[config.mk]
export PLATFORM = sky130hd
export DESIGN_NAME = stack_with_priority_delete
export DESIGN_NICKNAME = d
export VERILOG_FILES = /design/src/rtl/swpd_pkg.sv /design/src/rtl/stack_with_priority_delete.sv /design/src/rtl/swpd_dp.sv /design/src/rtl/swpd_ctrl.sv
export SDC_FILE = /design/constraint.sdc
export NUM_CORES = 1
export LEC_CHECK = 0
export BUFFER_PORTS_ARGS = -buffer_cell sky130_fd_sc_hd__buf_2
export CAP_MARGIN = 10
export CORE_MARGIN = 10
export CORE_UTILIZATION = 27
export CTS_CLUSTER_SIZE = 16
export DETAILED_ROUTE_END_ITERATION = 7
export GPL_TIMING_DRIVEN = 0
export PLACE_DENSITY = 0.48
export SETUP_SLACK_MARGIN = 0.3
export SYNTH_ARGS = -nofsm -noshare
export SYNTH_HDL_FRONTEND = slang
export SYNTH_SLANG_ARGS = --single-unit
[constraint.sdc]
create_clock -name i_clk -period 12.2 [get_ports i_clk]
set_input_delay 1.83 -clock i_clk [delete_from_list [all_inputs] [get_ports i_clk]]
set_output_delay 1.83 -clock i_clk [all_outputs]
set_load 0.1 [all_outputs]
[src/rtl/swpd_pkg.sv]
// swpd_pkg: shared types, codes and sizes for the stack with delete by priority.
// Used by swpd_ctrl, swpd_dp and stack_with_priority_delete. No dependencies.
`default_nettype none

package swpd_pkg;

    // Stack depth and derived widths
    localparam int DEPTH = 16;
    localparam int CNT_W = $clog2(DEPTH + 1);
    localparam int IDX_W = (DEPTH > 1) ? $clog2(DEPTH) : 1;

    // Command codes
    localparam logic [1:0] CMD_PUSH   = 2'd0;
    localparam logic [1:0] CMD_REMOVE = 2'd1;
    localparam logic [1:0] CMD_LIST   = 2'd2;

    // Result status codes
    localparam logic [2:0] ST_PUSHED   = 3'd0;
    localparam logic [2:0] ST_FULL     = 3'd1;
    localparam logic [2:0] ST_REMOVED  = 3'd2;
    localparam logic [2:0] ST_NOTFOUND = 3'd3;
    localparam logic [2:0] ST_EMPTY    = 3'd4;
    localparam logic [2:0] ST_LISTED   = 3'd5;

    // Input beat
    typedef struct packed {
        logic [1:0]         command;
        logic signed [31:0] value;
        logic [7:0]         priority_req;
    } t_cmd_in;

    // Result beat
    typedef struct packed {
        logic [2:0]         status;
        logic signed [31:0] value_res;
        logic [7:0]         priority_out;
        logic               last;
    } t_result;

    // Controller to datapath commands
    typedef struct packed {
        logic       push;
        logic       match_load;
        logic       remove;
        logic       list_load;
        logic       list_step;
        logic       emit;
        logic       emit_entry;
        logic [2:0] status;
    } t_dp_cmd;

    // Datapath to controller status
    typedef struct packed {
        logic full;
        logic empty;
        logic found;
        logic list_last;
    } t_dp_stat;

endpackage

`default_nettype wire

[src/rtl/stack_with_priority_delete.sv]
// stack_with_priority_delete: bounded stack of (value, priority) entries with
// delete of the topmost entry of a given priority. Uses swpd_pkg, swpd_ctrl, swpd_dp.
//
//   channel   ports                     handshake
//   command   i_cmd                     taken when start is high and busy is low
//   result    o_result                  one beat per cycle o_valid is high
//
// Push: result in the cycle after; busy stays low, so pushes can follow back to back.
// Remove: a compare step loads the registered match vector, then an encode/shift
// step follows in S_REMOVE. List: load the pointer, then one beat per entry.
// Reset (i_rst_n low, synchronous) empties the stack; entry contents are not cleared.
// The receiver cannot stall: every result beat is shown for exactly one cycle.
`default_nettype none

module stack_with_priority_delete (
    input  wire               i_clk,
    input  wire               i_rst_n,
    input  wire               start,
    input  swpd_pkg::t_cmd_in i_cmd,
    output logic              busy,
    output logic              o_valid,
    output swpd_pkg::t_result o_result
);
    import swpd_pkg::*;

    t_dp_cmd  dp_cmd;
    t_dp_stat dp_stat;

    // Sequencer
    swpd_ctrl u_ctrl (
        .i_clk     (i_clk),
        .i_rst_n   (i_rst_n),
        .i_start   (start),
        .i_command (i_cmd.command),
        .i_stat    (dp_stat),
        .o_busy    (busy),
        .o_dp_cmd  (dp_cmd)
    );

    // Store and result path
    swpd_dp u_dp (
        .i_clk    (i_clk),
        .i_rst_n  (i_rst_n),
        .i_cmd    (i_cmd),
        .i_dp_cmd (dp_cmd),
        .o_stat   (dp_stat),
        .o_valid  (o_valid),
        .o_result (o_result)
    );

endmodule

`default_nettype wire

[src/rtl/swpd_dp.sv]
// swpd_dp: entry store, match vector, list pointer and result register.
// Depends on swpd_pkg; driven by commands from swpd_ctrl.
`default_nettype none

module swpd_dp (
    input  wire                i_clk,
    input  wire                i_rst_n,
    input  swpd_pkg::t_cmd_in  i_cmd,
    input  swpd_pkg::t_dp_cmd  i_dp_cmd,
    output swpd_pkg::t_dp_stat o_stat,
    output logic               o_valid,
    output swpd_pkg::t_result  o_result
);
    import swpd_pkg::*;

    logic signed [31:0] r_val [DEPTH];
    logic [7:0]         r_pri [DEPTH];
    logic [CNT_W-1:0]   r_count;
    logic [DEPTH-1:0]   r_match;
    logic [IDX_W-1:0]   r_idx;
    logic               r_valid;
    t_result            r_result;

    logic [IDX_W-1:0]   hit_slot;
    logic               full;
    logic               empty;
    logic               found;
    logic [IDX_W-1:0]   top_idx;

    assign full    = (r_count == CNT_W'(DEPTH));
    assign empty   = (r_count == '0);
    assign found   = |r_match;
    assign top_idx = IDX_W'(r_count - CNT_W'(1));

    // Pick the topmost matching slot
    always_comb begin
        hit_slot = '0;
        for (int i = 0; i < DEPTH; i++) begin
            if (r_match[i]) begin
                hit_slot = IDX_W'(i);
            end
        end
    end

    // Store: push on top, close the gap on remove
    always_ff @(posedge i_clk) begin
        for (int k = 0; k < DEPTH; k++) begin
            if (i_dp_cmd.push && !full && (r_count[IDX_W-1:0] == IDX_W'(k))) begin
                r_val[k] <= i_cmd.value;
                r_pri[k] <= i_cmd.priority_req;
            end else if (i_dp_cmd.remove && found && (k < DEPTH - 1)
                         && (IDX_W'(k) >= hit_slot)) begin
                r_val[k] <= r_val[(k + 1) % DEPTH];
                r_pri[k] <= r_pri[(k + 1) % DEPTH];
            end
        end
    end

    // Entry count
    always_ff @(posedge i_clk) begin
        if (!i_rst_n) begin
            r_count <= '0;
        end else if (i_dp_cmd.push && !full) begin
            r_count <= r_count + CNT_W'(1);
        end else if (i_dp_cmd.remove && found) begin
            r_count <= r_count - CNT_W'(1);
        end
    end

    // Compare all live entries against the requested priority
    always_ff @(posedge i_clk) begin
        if (i_dp_cmd.match_load) begin
            for (int i = 0; i < DEPTH; i++) begin
                r_match[i] <= (r_pri[i] == i_cmd.priority_req)
                              && (CNT_W'(i) < r_count);
            end
        end
    end

    // List pointer walks from top to bottom
    always_ff @(posedge i_clk) begin
        if (i_dp_cmd.list_load) begin
            r_idx <= top_idx;
        end else if (i_dp_cmd.list_step) begin
            r_idx <= r_idx - IDX_W'(1);
        end
    end

    // Result register: one beat per emit
    always_ff @(posedge i_clk) begin
        if (!i_rst_n) begin
            r_valid <= 1'b0;
        end else begin
            r_valid <= i_dp_cmd.emit;
        end
    end

    always_ff @(posedge i_clk) begin
        if (i_dp_cmd.emit) begin
            r_result.status <= i_dp_cmd.status;
            if (i_dp_cmd.emit_entry) begin
                r_result.value_res    <= r_val[r_idx];
                r_result.priority_out <= r_pri[r_idx];
                r_result.last         <= (r_idx == '0);
            end else begin
                r_result.value_res    <= '0;
                r_result.priority_out <= '0;
                r_result.last         <= 1'b1;
            end
        end
    end

    assign o_stat.full      = full;
    assign o_stat.empty     = empty;
    assign o_stat.found     = found;
    assign o_stat.list_last = (r_idx == '0);
    assign o_valid          = r_valid;
    assign o_result         = r_result;

endmodule

`default_nettype wire

[src/rtl/swpd_ctrl.sv]
// swpd_ctrl: command decode and sequencing for push, remove and list.
// Depends on swpd_pkg; drives swpd_dp through t_dp_cmd.
`default_nettype none

module swpd_ctrl (
    input  wire                i_clk,
    input  wire                i_rst_n,
    input  wire                i_start,
    input  wire [1:0]          i_command,
    input  swpd_pkg::t_dp_stat i_stat,
    output logic               o_busy,
    output swpd_pkg::t_dp_cmd  o_dp_cmd
);
    import swpd_pkg::*;

    localparam logic [1:0] S_IDLE   = 2'd0;
    localparam logic [1:0] S_REMOVE = 2'd1;
    localparam logic [1:0] S_LIST   = 2'd2;

    logic [1:0] r_state;
    logic [1:0] n_state;

    // Advance state
    always_ff @(posedge i_clk) begin
        if (!i_rst_n) begin
            r_state <= S_IDLE;
        end else begin
            r_state <= n_state;
        end
    end

    // Decode and sequence
    always_comb begin
        n_state  = r_state;
        o_dp_cmd = '0;
        case (r_state)
            S_IDLE: begin
                if (i_start) begin
                    case (i_command)
                        CMD_PUSH: begin
                            o_dp_cmd.push   = 1'b1;
                            o_dp_cmd.emit   = 1'b1;
                            o_dp_cmd.status = i_stat.full ? ST_FULL : ST_PUSHED;
                        end
                        CMD_REMOVE: begin
                            if (i_stat.empty) begin
                                o_dp_cmd.emit   = 1'b1;
                                o_dp_cmd.status = ST_EMPTY;
                            end else begin
                                o_dp_cmd.match_load = 1'b1;
                                n_state             = S_REMOVE;
                            end
                        end
                        CMD_LIST: begin
                            if (i_stat.empty) begin
                                o_dp_cmd.emit   = 1'b1;
                                o_dp_cmd.status = ST_EMPTY;
                            end else begin
                                o_dp_cmd.list_load = 1'b1;
                                n_state            = S_LIST;
                            end
                        end
                        default: begin
                            // drop the unused command
                        end
                    endcase
                end
            end
            S_REMOVE: begin
                o_dp_cmd.remove = i_stat.found;
                o_dp_cmd.emit   = 1'b1;
                o_dp_cmd.status = i_stat.found ? ST_REMOVED : ST_NOTFOUND;
                n_state         = S_IDLE;
            end
            S_LIST: begin
                o_dp_cmd.emit       = 1'b1;
                o_dp_cmd.emit_entry = 1'b1;
                o_dp_cmd.list_step  = 1'b1;
                o_dp_cmd.status     = ST_LISTED;
                if (i_stat.list_last) begin
                    n_state = S_IDLE;
                end
            end
            default: begin
                n_state = S_IDLE;
            end
        endcase
    end

    assign o_busy = (r_state != S_IDLE);

endmodule

`default_nettype wire

# Yosys cells after proc, flatten, opt, wreduce, memory -nomap -nowiden
# Memory sizes are Yosys's and may differ from the RTL's. A register that Yosys moved wholly into a read port is not among the register bits.
# Cells that the tools add are included.
[word_totals]
register_bits = 32
mem_bits_rw = 640
in_bits = 45
out_inout_bits = 46
word_cells = 338
mem_count = 2
[classes]
n_addsub = 3
magnitude_cmp = 31
n_eq_ne = 41
muxes = 158
n_bitwise = 30
reduce_logical = 66
[memory_table]
columns = ["memory", "depth", "word_bits", "rd", "rd_clocked_by_memory_dff", "wr", "line_no", "source"]
rows = [
  ["u_dp.r_val", 16, 32, 16, 1, 15, "swpd_dp.sv:16", "logic signed [31:0] r_val [DEPTH];"],
  ["u_dp.r_pri", 16, 8, 17, 1, 15, "swpd_dp.sv:17", "logic [7:0] r_pri [DEPTH];"],
]
[ops]
columns = ["op", "n"]
rows = [
  ["$mux 32", 16],
  ["$eq 8x8->1", 16],
  ["$mux 8", 16],
  ["$mux 1", 92],
  ["$mux 4", 18],
  ["$logic_and 1x1->1", 49],
  ["$lt 4x5->1 const A", 8],
  ["$eq 4x4->1 const B", 8],
  ["$reduce_or 32->1", 1],
  ["$or 1x1->1", 30],
  ["$ge 4x4->1 const A", 7],
  ["$lt 3x5->1 const A", 4],
  ["$eq 4x3->1 const B", 4],
  ["$ge 3x4->1 const A", 4],
  ["$reduce_or 16->1", 1],
  ["$mux 2", 6],
  ["$lt 1x5->1 const A", 2],
  ["$lt 2x5->1 const A", 2],
  ["$mux 5", 2],
  ["$ne 3x3->1 const B", 3],
  ["$pmux 3 s3", 1],
  ["$eq 4x2->1 const B", 2],
  ["$ge 1x4->1 const A", 2],
  ["$ge 2x4->1 const A", 2],
  ["20 further kinds", 33],
]

# Logic depth before layout (Yosys ltp)
# Gate-level depths: netlist of the first run.
[depth]
ltp_word = 22
mapped_depth = 11
mapped_depth_nobuf = 7

# By module
# Synthesis of the first run repeated with hierarchy kept, for this count alone.
[hier_totals]
cells_unflattened = 3020
area_unflattened_um2 = 40530.1
[modules_own_cells]
columns = ["module", "instances", "cells_each", "area_per_inst_um2", "seq_area_each_um2"]
rows = [
  ["swpd_dp", 1, 2973, 40173.5, 21260.4],
  ["swpd_ctrl", 1, 47, 356.6, 40.0],
]

# Worst setup path after synthesis of the first run
# Ideal clock, no wire load.
[synth_path]
kind = "register -> register"
start = "register u_dp.r_match[11]"
end = "memory u_dp.r_pri[4][0] (enable)"
setup_time_ns = 0.577
t_arrival_ns = 6.299
required_ns = 11.623
setup_slack_ns = 5.325
path_stages_with_launch = 8
n_path_buf = 2
period_less_slack_ns = 6.875
cell_sequence = "edfxtp_1 -> buf_2 -> nor2_1 -> o311ai_1 -> a21boi_2 -> nand2_1 -> clkbuf_1 -> o311ai_0"
[synth_lines]
columns = ["element", "line_no", "source"]
rows = [
  ["start, declared", "swpd_dp.sv:19", "logic [DEPTH-1:0] r_match;"],
  ["start signal, assigned by index", "swpd_dp.sv:74", "r_match[i] <= (r_pri[i] == i_cmd.priority_req)"],
  ["end, declared", "swpd_dp.sv:17", ""],
]

==> results of run 1 <==
[layout make-up]
class	instances	area (um2)
clock inverter	47	278
fill	14300	98500
multi-input combinational	1628	16700
antenna	2	5.00
timing repair buffer	136	1180
inverter	16	60.1
clock buffer	110	2280
tap	1903	2380
sequential	712	21300
buffer	307	1320
[cell families (layout without fill, tap and decap cells)]
family | count (synthesis) | in the layout | synth area share, %
buffers and inverters | 323 | 616 | 3.48
AOI/OAI and AO/OA | 342 | 342 | 6.95
other | 0 | 2 | 0
DFF | 712 | 712 | 54.3
xor gates and xnor gates | 133 | 133 | 2.97
muxes | 683 | 683 | 25.3
adders and majority gates | 15 | 15 | 0.478
and+or+nand+nor | 455 | 455 | 6.49
[per-stage QoR]
stage | cell area (um2) | setup TNS, ns | worst slack (ns) | cells
2_1_floorplan | 39200 | 0 | 5.32 | 2663
3_3_place_gp | 42100 | -62.35 | -1.56 | 4656
3_5_place_dp | 42900 | 0 | 6.45 | 4699
4_1_cts | 45500 | 0 | 7.12 | 4856
5_1_grt | 45500 | 0 | 6.90 | 4859
6_report | 45500 | 0 | 6.85 | 4861
[cells in the mapped netlist, drive strengths merged, types with 36 or more instances]
cell type / instances / area, um2
and2: 125 / 782
and3: 83 / 519
xor2: 36 / 315
xnor2: 97 / 850
nand2: 77 / 289
a22o: 40 / 350
o211ai: 81 / 608
mux4: 200 / 4500
mux2: 480 / 5410
buf: 117 / 591
clkbuf: 190 / 713
nand3: 57 / 290
a31oi: 41 / 257
o311ai: 42 / 368
edfxtp: 704 / 21100
a221oi: 40 / 350
a32oi: 39 / 342
[layer usage]
layer  up-vias  global-route usage, %  share of wire, %
met1     14300                   25.5                42
met3       293                   5.58               9.8
li1      11100                      -                 -
met5         -                      0                 0
met2      1534                   28.8                44
met4         0                   8.12               4.4
[power groups by stage]
stage / combinational, mW / sequential (mW) / clock [mW]
2_1_floorplan: 0.449 / 3.03 / 0
3_3_place_gp: 0.952 / 2.87 / 0
3_5_place_dp: 0.986 / 2.85 / 0
4_1_cts: 0.988 / 2.80 / 2.49
5_1_grt: 1.04 / 2.81 / 2.57
6_report: 0.996 / 2.80 / 2.45
[sequential cells by signal, summed over array words and instances, names as in the netlist]
signal / count
u_dp.o_valid: 1
u_ctrl.r_state: 2
u_dp.r_count: 5
u_dp.r_val: 512
u_dp.r_pri: 128
u_dp.r_match: 16
u_dp.r_idx: 4
u_dp.o_result: 44
[final timing paths]
kind | start | endpoint | cells after the start
min | u_dp.r_val[6][31] | u_dp.r_val[5][31] | 1
max reg2reg | u_dp.r_count[1] | u_dp.r_val[4][25] | 11
min reg2reg | u_dp.r_val[6][31] | u_dp.r_val[5][31] | 1
max | i_cmd[40] | u_dp.r_val[4][25] | 12
[worst reg2reg max path: cells and delay by family (launching register included)]
family	cells	cell delay (ns)
compound gates	1	0.52
flops	1	0.44
fa+ha+maj	1	0.23
simple gates	1	0.58
buf+inv	8	3.05
==> results.yml, run 1 <==
global_route:
  track_usage_pct: 19.1
  grt_max_degree: 41
  grt_pass1_vias: 26900
  overflow: 0
  grt_pass1_wl_um: 222000
  antenna_found_initial: 9
layout:
  final_nets: 2947
  layout_commonest_cell: "edfxtp_1"
  final_cell_mix: "edfxtp_1, mux2_2, clkbuf_1, mux4_2, buf_2"
  drive_above_1_share_pct: 30.8
  final_core_utilization_pct: 31.6
  area_delta_synth_final_pct: 16.0
synthesis:
  yosysWarnings: 0
  synthArstFlopShare_pct: 0
  post_synth_inst_count: 2663
  syn_area_mm2: 0.0392
  synth-edff-count: 704
  yosysSeqAreaShare_pct: 54.3
  syn_area_per_cell_um2: 14.7
  ys_types: 67
  synth_ff_type: "edfxtp_1"
  synth_fp_nets: 2723
  synth_seq_cells: 712
timing:
  slew_viol_final: 0
  rsz0062_at_grt: "false"
  finalSetupViolations: 0
  worst_hold_slack_ns: 0.536
  slew_headroom_pct: 13.3
  period_share_pct: 43.9
  fmax_mhz: 187
  fin_worst_skew_ns: 0.0282
  tightest_slew_ns: 1.30
  fin_crit_ns: 5.35
  finalHoldViolations: 0
setup_path:
  critical_path.top_delay_family: "buffers and inverters"
  cp_data_arrival_time_ns: 5.78
  worstPathCellList: "buf_2, inv_1, ha_1, and3_1, clkbuf_1, nand3_1, clkbuf_1, clkbuf_1, o311ai_2, buf_6, buf_4, buf_6"
  crit_path_start_kind: "input port"
  end_kind: "register"
  cp_max_fo: 10
  slowest_delay_ns: 0.80
  crit_type: "input port to register"
  slowest_stage: "clkbuf_1"
  crit_path_frequent_cell: "clkbuf_1"
  cp.required_ns: 12.63
  reg2reg_slack_ns: 7.14
  crit_buf_inv: 8
floorplanning:
  core_mm2: 0.144
  initial_core_util_pct: 27.2
  die_h_um: 401
  ios: 91
  fp.dieArea_mm2: 0.161
  die_w_um: 401
  floorplan.rows: 139
drt:
  drc: 0
  drt-wirelength-per-cell_um: 32.9
  viasPerCell: 5.61
  drt_wl_total_um: 160000
  drt_first_iter_violations: 3370
  antenna_left: 0
  drtPass1Iterations: 8
  vias: 27300
clocking:
  clk_latency_ns: 0.69
  numCtsBuffers: 86
  clkTransAtPathRegs_ns: 0.06
  cts_setup_buffers: 0
  ctsHoldBuffers: 0
  post_cts_resized: 0
  cts_buffer_depth: 3
  root_buffer: "clkbuf_16"
  cts_sinks: 712
  cts_tree: "built"
  htreeDepth: 3
min_path:
  hold_path.class: "register to register"
power:
  leakage_nw: 14.7
  p_comb_share_pct: 15.9
  p_total_mw: 6.24
  sw_frac_of_total_pct: 28.8
  internal_power_mw: 4.45
  power.net_switching_mw: 1.80
  power_density_mw_per_mm2: 137
  clkPwrFrac_pct: 39.2
  ir_drop_mv: 0.0971
  p_seq_share_pct: 44.9
placement:
  io_buffers: 90
  hpwl_um: 112000
  place_congestion: 0.946
run:
  cap_violations: 0
outcome:
  outcome: "finished, final reports clean"
(Power assumes the default switching activity.)
==> inputs of run 2 (changes only) <==
==> constraint.sdc (replaced) <==
create_clock -name i_clk -period 5.2 [get_ports i_clk]
set_input_delay 0.78 -clock i_clk [delete_from_list [all_inputs] [get_ports i_clk]]
set_output_delay 0.78 -clock i_clk [all_outputs]
set_load 0.1 [all_outputs]
==> run 2 against run 1 <==
  * First-iteration DRC count rose by 3.4%
  * Critical path depth fell by 3
  * Combinational power rose by 130%
  * Die area did not move
  * Count of clock-buffer cells in the layout fell by 1
  * Worst hold slack got worse by 0.26 ns
  * Sequential power rose by 130%
  * Wire length barely moved
  * Critical path type is now register to register
  * Highest routed layer is now met5
==> results.yml, run 2 (same netlist as run 1, synthesis figures left out) <==
outcome:
  outcome: "finished, final reports clean"
clocking:
  cts_buffer_depth: 3
  cts_tree: "built"
  ctsHoldBuffers: 0
  cts_setup_buffers: 0
  root_buffer: "clkbuf_16"
  htreeDepth: 3
  clk_latency_ns: 0.70
  numCtsBuffers: 86
  clkTransAtPathRegs_ns: 0.06
  post_cts_resized: 0
  cts_sinks: 712
global_route:
  grt_pass1_vias: 27000
  grt_max_degree: 41
  grt_pass1_wl_um: 221000
  overflow: 0
  track_usage_pct: 19.1
  antenna_found_initial: 6
layout:
  final_cell_mix: "edfxtp_1, mux2_2, clkbuf_1, mux4_2, buf_2"
  largest_register_ffs: 512
  n_antenna_cell: 0
  top_register: "u_dp.r_val"
  area_delta_synth_final_pct: 16.6
  final_core_utilization_pct: 31.8
  layout_commonest_cell: "edfxtp_1"
  final_nets: 2940
  drive_above_1_share_pct: 31.1
  fin_cells: 4849
min_path:
  hp-start: "i_cmd[14]"
  worstHoldEndpoint: "u_dp.r_val[15][6]"
  hold_path.class: "input port to register"
  hold_depth: 1
setup_path:
  slowest_delay_ns: 0.77
  crit_type: "register to register"
  worstPathCellList: "clkbuf_1, inv_1, ha_1, clkbuf_1, nand3_1, clkbuf_1, clkbuf_1, o311ai_4, buf_8"
  crit_path_frequent_cell: "clkbuf_1"
  crit_path_start_kind: "register"
  cp.required_ns: 5.62
  end_kind: "register"
  rr_worst_depth: 9
  cp_max_fo: 14
  crit-reg2reg-launch: "u_dp.r_count[1]"
  slowest_stage: "clkbuf_1"
  worstReg2RegEnd: "u_dp.r_pri[4][2]"
  cp_data_arrival_time_ns: 5.31
  reg2reg_slack_ns: 0.31
timing:
  period_share_pct: 94.0
  fin_worst_skew_ns: 0.0222
  slew_viol_final: 0
  slew_headroom_pct: 10.0
  rsz0062_at_grt: "false"
  finalSetupViolations: 0
  finalHoldViolations: 0
  fin_crit_ns: 4.89
  fmax_mhz: 205
  tightest_slew_ns: 1.35
  setup_slack_ns: 0.312
drt:
  vias: 27000
  viasPerCell: 5.56
  drt_first_iter_violations: 3484
  drt_wl_total_um: 160000
  drt-wirelength-per-cell_um: 33.0
  antenna_left: 0
  drc: 0
  drtPass1Iterations: 6
power:
  ir_drop_mv: 0.219
  p_total_mw: 15.1
  leakage_nw: 14.8
  power_density_mw_per_mm2: 331
floorplanning:
  die_w_um: 401
  die_h_um: 401
  fp.dieArea_mm2: 0.161
  ios: 91
  initial_core_util_pct: 27.2
  core_mm2: 0.144
  floorplan.rows: 139
placement:
  place_ws_ns: 0.475
  place_congestion: 0.951
  dp.cells: 4693
  io_buffers: 90
  hpwl_um: 114000
run:
  cap_violations: 0
run 2: metal layers:
layer / global-route usage [%] / wire length (um) / part of all wire (%) / vias up
met3: 5.22 / 14200 / 8.9 / 304
met5: 0 / 27 / 0.017 / -
li1: - / - / - / 11100
met2: 29.5 / 71400 / 45 / 1398
met4: 7.34 / 6710 / 4.2 / 4
met1: 25.4 / 67600 / 42 / 14100
run 2: worst max-delay path by stage:
| stage | depth (start not counted) | endpoint | slack [ns] | start |
|---|---|---|---|---|
| 4_1_cts | 9 | u_dp.r_pri[4][2] | 0.67 | u_dp.r_count[1] |
| 3_5_place_dp | 10 | u_dp.r_val[12][1] | 0.48 | i_cmd[40] |
| 6_report | 9 | u_dp.r_pri[4][2] | 0.31 | u_dp.r_count[1] |
| 5_1_grt | 9 | u_dp.r_pri[4][2] | 0.47 | u_dp.r_count[1] |
| 3_3_place_gp | 4 | u_dp.r_val[12][21] | -4.32 | u_ctrl.r_state[1] |
| 2_1_floorplan | 3 | u_dp.r_pri[12][0] | 0.96 | u_dp.r_match[15] |
run 2: layout make-up:
cell class | count | area, um2
Clock inverter | 45 | 522
Inverter | 16 | 60.1
Multi-Input combinational cell | 1628 | 16700
Timing Repair Buffer | 129 | 1160
Clock buffer | 109 | 2270
Sequential cell | 712 | 21300
Buffer | 307 | 1320
Tap cell | 1903 | 2380
Fill cell | 14400 | 98300
run 2: where the power goes:
part           internal [mW]  total, mW  switching [mW]
Combinational          0.736       2.33            1.59
Sequential              6.50       6.57          0.0679
Clock                   3.59       6.23            2.64
run 2: worst max-delay path, delay by kind of cell, from the launching register on:
kind            cells  cell delay, ns
flops               1            0.43
buf+inv             6            2.86
simple gates        1            0.61
compound gates      1            0.46
fa+ha+maj           1            0.24
run 2: metrics by stage:
stage / setup TNS, ns / hold WS, ns / area (um2)
after floorplan: 0 / 0.487 / 39200
after detailed placement: 0 / 0.528 / 42900
final: 0 / 0.279 / 45700
after CTS: 0 / 0.243 / 45700
after global routing: 0 / 0.257 / 45700
after global placement: -917.69 / 0.520 / 42100
==> inputs of run 3 (changes only) <==
--- a/config.mk
+++ b/config.mk
@@ -7,12 +7,13 @@
 export LEC_CHECK = 0
 export BUFFER_PORTS_ARGS = -buffer_cell sky130_fd_sc_hd__buf_2
 export CAP_MARGIN = 10
+export CORE_ASPECT_RATIO = 1.5
 export CORE_MARGIN = 10
-export CORE_UTILIZATION = 27
+export CORE_UTILIZATION = 54
 export CTS_CLUSTER_SIZE = 16
 export DETAILED_ROUTE_END_ITERATION = 7
 export GPL_TIMING_DRIVEN = 0
-export PLACE_DENSITY = 0.48
+export PLACE_DENSITY = 0.77
 export SETUP_SLACK_MARGIN = 0.3
 export SYNTH_ARGS = -nofsm -noshare
 export SYNTH_HDL_FRONTEND = slang
==> run 3 against run 2 <==
  * The flow now finishes with violations (capacitance limit)
  * Fmax rose by 0.49%
  * Setup slack improved by 0.024 ns
  * Cell count decreased by 20%
  * Global-route usage is 14 points higher
  * Register-to-register slack improved by 0.02 ns
  * Via count increased by 1.2%
  * Non-clock buffer count grew 6
  * Sequential cell count unchanged
  * First-iteration DRC count shrank 8.9%
  * Clock skew rose by 0.0035 ns
  * Worst hold slack better by 0.045 ns
==> results.yml, run 3 (same netlist as run 1, synthesis figures left out) <==
min_path:
  hold_path.class: "input port to register"
floorplanning:
  die_w_um: 240
  die_h_um: 350
  initial_core_util_pct: 54.2
  ios: 91
  fp.dieArea_mm2: 0.0841
  core_mm2: 0.0724
  floorplan.rows: 121
power:
  leakage_nw: 14.5
  ir_drop_mv: 0.359
  power_density_mw_per_mm2: 320
  p_total_mw: 14.1
setup_path:
  slowest_stage: "o31ai_2"
  slowest_delay_ns: 0.87
  cp_data_arrival_time_ns: 5.21
  crit_type: "register to register"
  reg2reg_slack_ns: 0.34
  worstPathCellList: "nor2_1, a221oi_1, o31ai_2, nand2_1, clkbuf_1, o211ai_1, buf_6, buf_6, buf_4, buf_4, buf_4"
  cp.required_ns: 5.55
  cp_max_fo: 10
  crit_path_frequent_cell: "buf_4"
  end_kind: "register"
  crit_path_start_kind: "register"
placement:
  io_buffers: 90
  hpwl_um: 106000
  place_ws_ns: 0.288
  place_area_mm2: 0.0417
  place_congestion: 1.03
timing:
  finalSetupViolations: 0
  slew_viol_final: 0
  worst_hold_slack_ns: 0.324
  fin_crit_ns: 4.86
  slew_headroom_pct: 0.830
  fmax_mhz: 206
  fin_worst_skew_ns: 0.0257
  fin_setup_tns_ns: 0
  rsz0062_at_grt: "false"
  period_share_pct: 93.5
  setup_slack_ns: 0.336
  tightest_slew_ns: 1.48
  finalHoldViolations: 0
clocking:
  post_cts_resized: 1
  cts_sinks: 712
  cts_buffer_depth: 3
  root_buffer: "clkbuf_16"
  htreeDepth: 3
  cts_setup_buffers: 0
  clkTransAtPathRegs_ns: 0.07
  clk_latency_ns: 0.65
  cts_tree: "built"
  ctsHoldBuffers: 0
  numCtsBuffers: 71
global_route:
  overflow: 0
  track_usage_pct: 33.5
  grt_pass1_vias: 27900
  antenna_found_initial: 4
  grt_max_degree: 32
  grt_pass1_wl_um: 200000
layout:
  top_register: "u_dp.r_val"
  drive_above_1_share_pct: 30.6
  final_nets: 2931
  largest_register_ffs: 512
  register_area_mm2: 0.0213
  multi_input_area_mm2: 0.0167
  layout_commonest_cell: "edfxtp_1"
  area_delta_synth_final_pct: 12.2
  fill_cells: 5565
  final_area_mm2: 0.0440
  final_cell_mix: "edfxtp_1, mux2_2, clkbuf_1, mux4_2"
drt:
  viasPerCell: 7.08
  drt_first_iter_violations: 3173
  top_layer: "met5"
  antenna_left: 0
  drc: 0
  m1WireLength_um: 47200
  route.met2.wl_um: 68900
  drtPass1Iterations: 6
  drt-wirelength-per-cell_um: 36.6
  vias: 27300
  drt_wl_total_um: 141000
  wl_met3_um: 12900
outcome:
  violations: "capacitance limit"
  outcome: "finished with violations"
run:
  cap_violations: 1
==> run 3: cell types whose count changed in the layout (fill, tap and decap cells not counted), sizes merged <==
| cell | change |
|---|---|
| clkinvlp | +3 |
| inv | -2 |
| clkbuf | -22 |
| bufinv | -4 |
| diode | +7 |
| clkinv | -1 |
| buf | +6 |
==> run 3: through the flow <==
| stage | utilization (%) | std cells |
|---|---|---|
| detailed placement | 57.6 | 3716 |
| CTS | 60.7 | 3844 |
| global route | 60.8 | 3849 |
| floorplan | - | 2663 |
| global placement | 56.4 | 3675 |
| finish | 60.8 | 3855 |
==> run 3: worst paths after layout <==
path	from	to	depth (start not counted)
setup / recovery	u_dp.r_match[5]	u_dp.r_val[8][5]	11
hold / removal	i_cmd[35]	u_dp.r_val[15][27]	1
setup reg to reg	u_dp.r_match[5]	u_dp.r_val[8][5]	11
hold reg to reg	u_ctrl.r_state[1]	u_ctrl.r_state[1]	2
==> run 3: layer usage <==
| layer | GRT usage (%) | up-vias |
|---|---|---|
| met3 | 7.64 | 520 |
| met4 | 25.7 | 6 |
| met5 | 0 | - |
| li1 | - | 11100 |
| met1 | 37.3 | 13800 |
| met2 | 55.3 | 1819 |
==> run 3: cell type report <==
class,count,share of cell area [%]
buffer,307,2.97
clock inverter,41,0.847
clock buffer,87,4.32
tap,922,2.62
inverter,16,0.136
multi-input combinational,1628,38.0
sequential,712,48.4
antenna,7,0.0398
timing repair buffer,135,2.72
==> run 3: critical path: cells and delay by family (launching register included) <==
family,cells,cell delay [ns]
buf+inv,6,1.54
compound gates,3,1.65
flops,1,0.47
simple gates,2,0.89
==> run 3: power by group <==
| part | switching (mW) | leakage [nW] | internal (mW) |
|---|---|---|---|
| clock | 2.36 | 1.09 | 2.91 |
| combinational | 1.51 | 7.02 | 0.729 |
| sequential | 0.0689 | 6.42 | 6.50 |
| total | 3.94 | 14.5 | 10.1 |
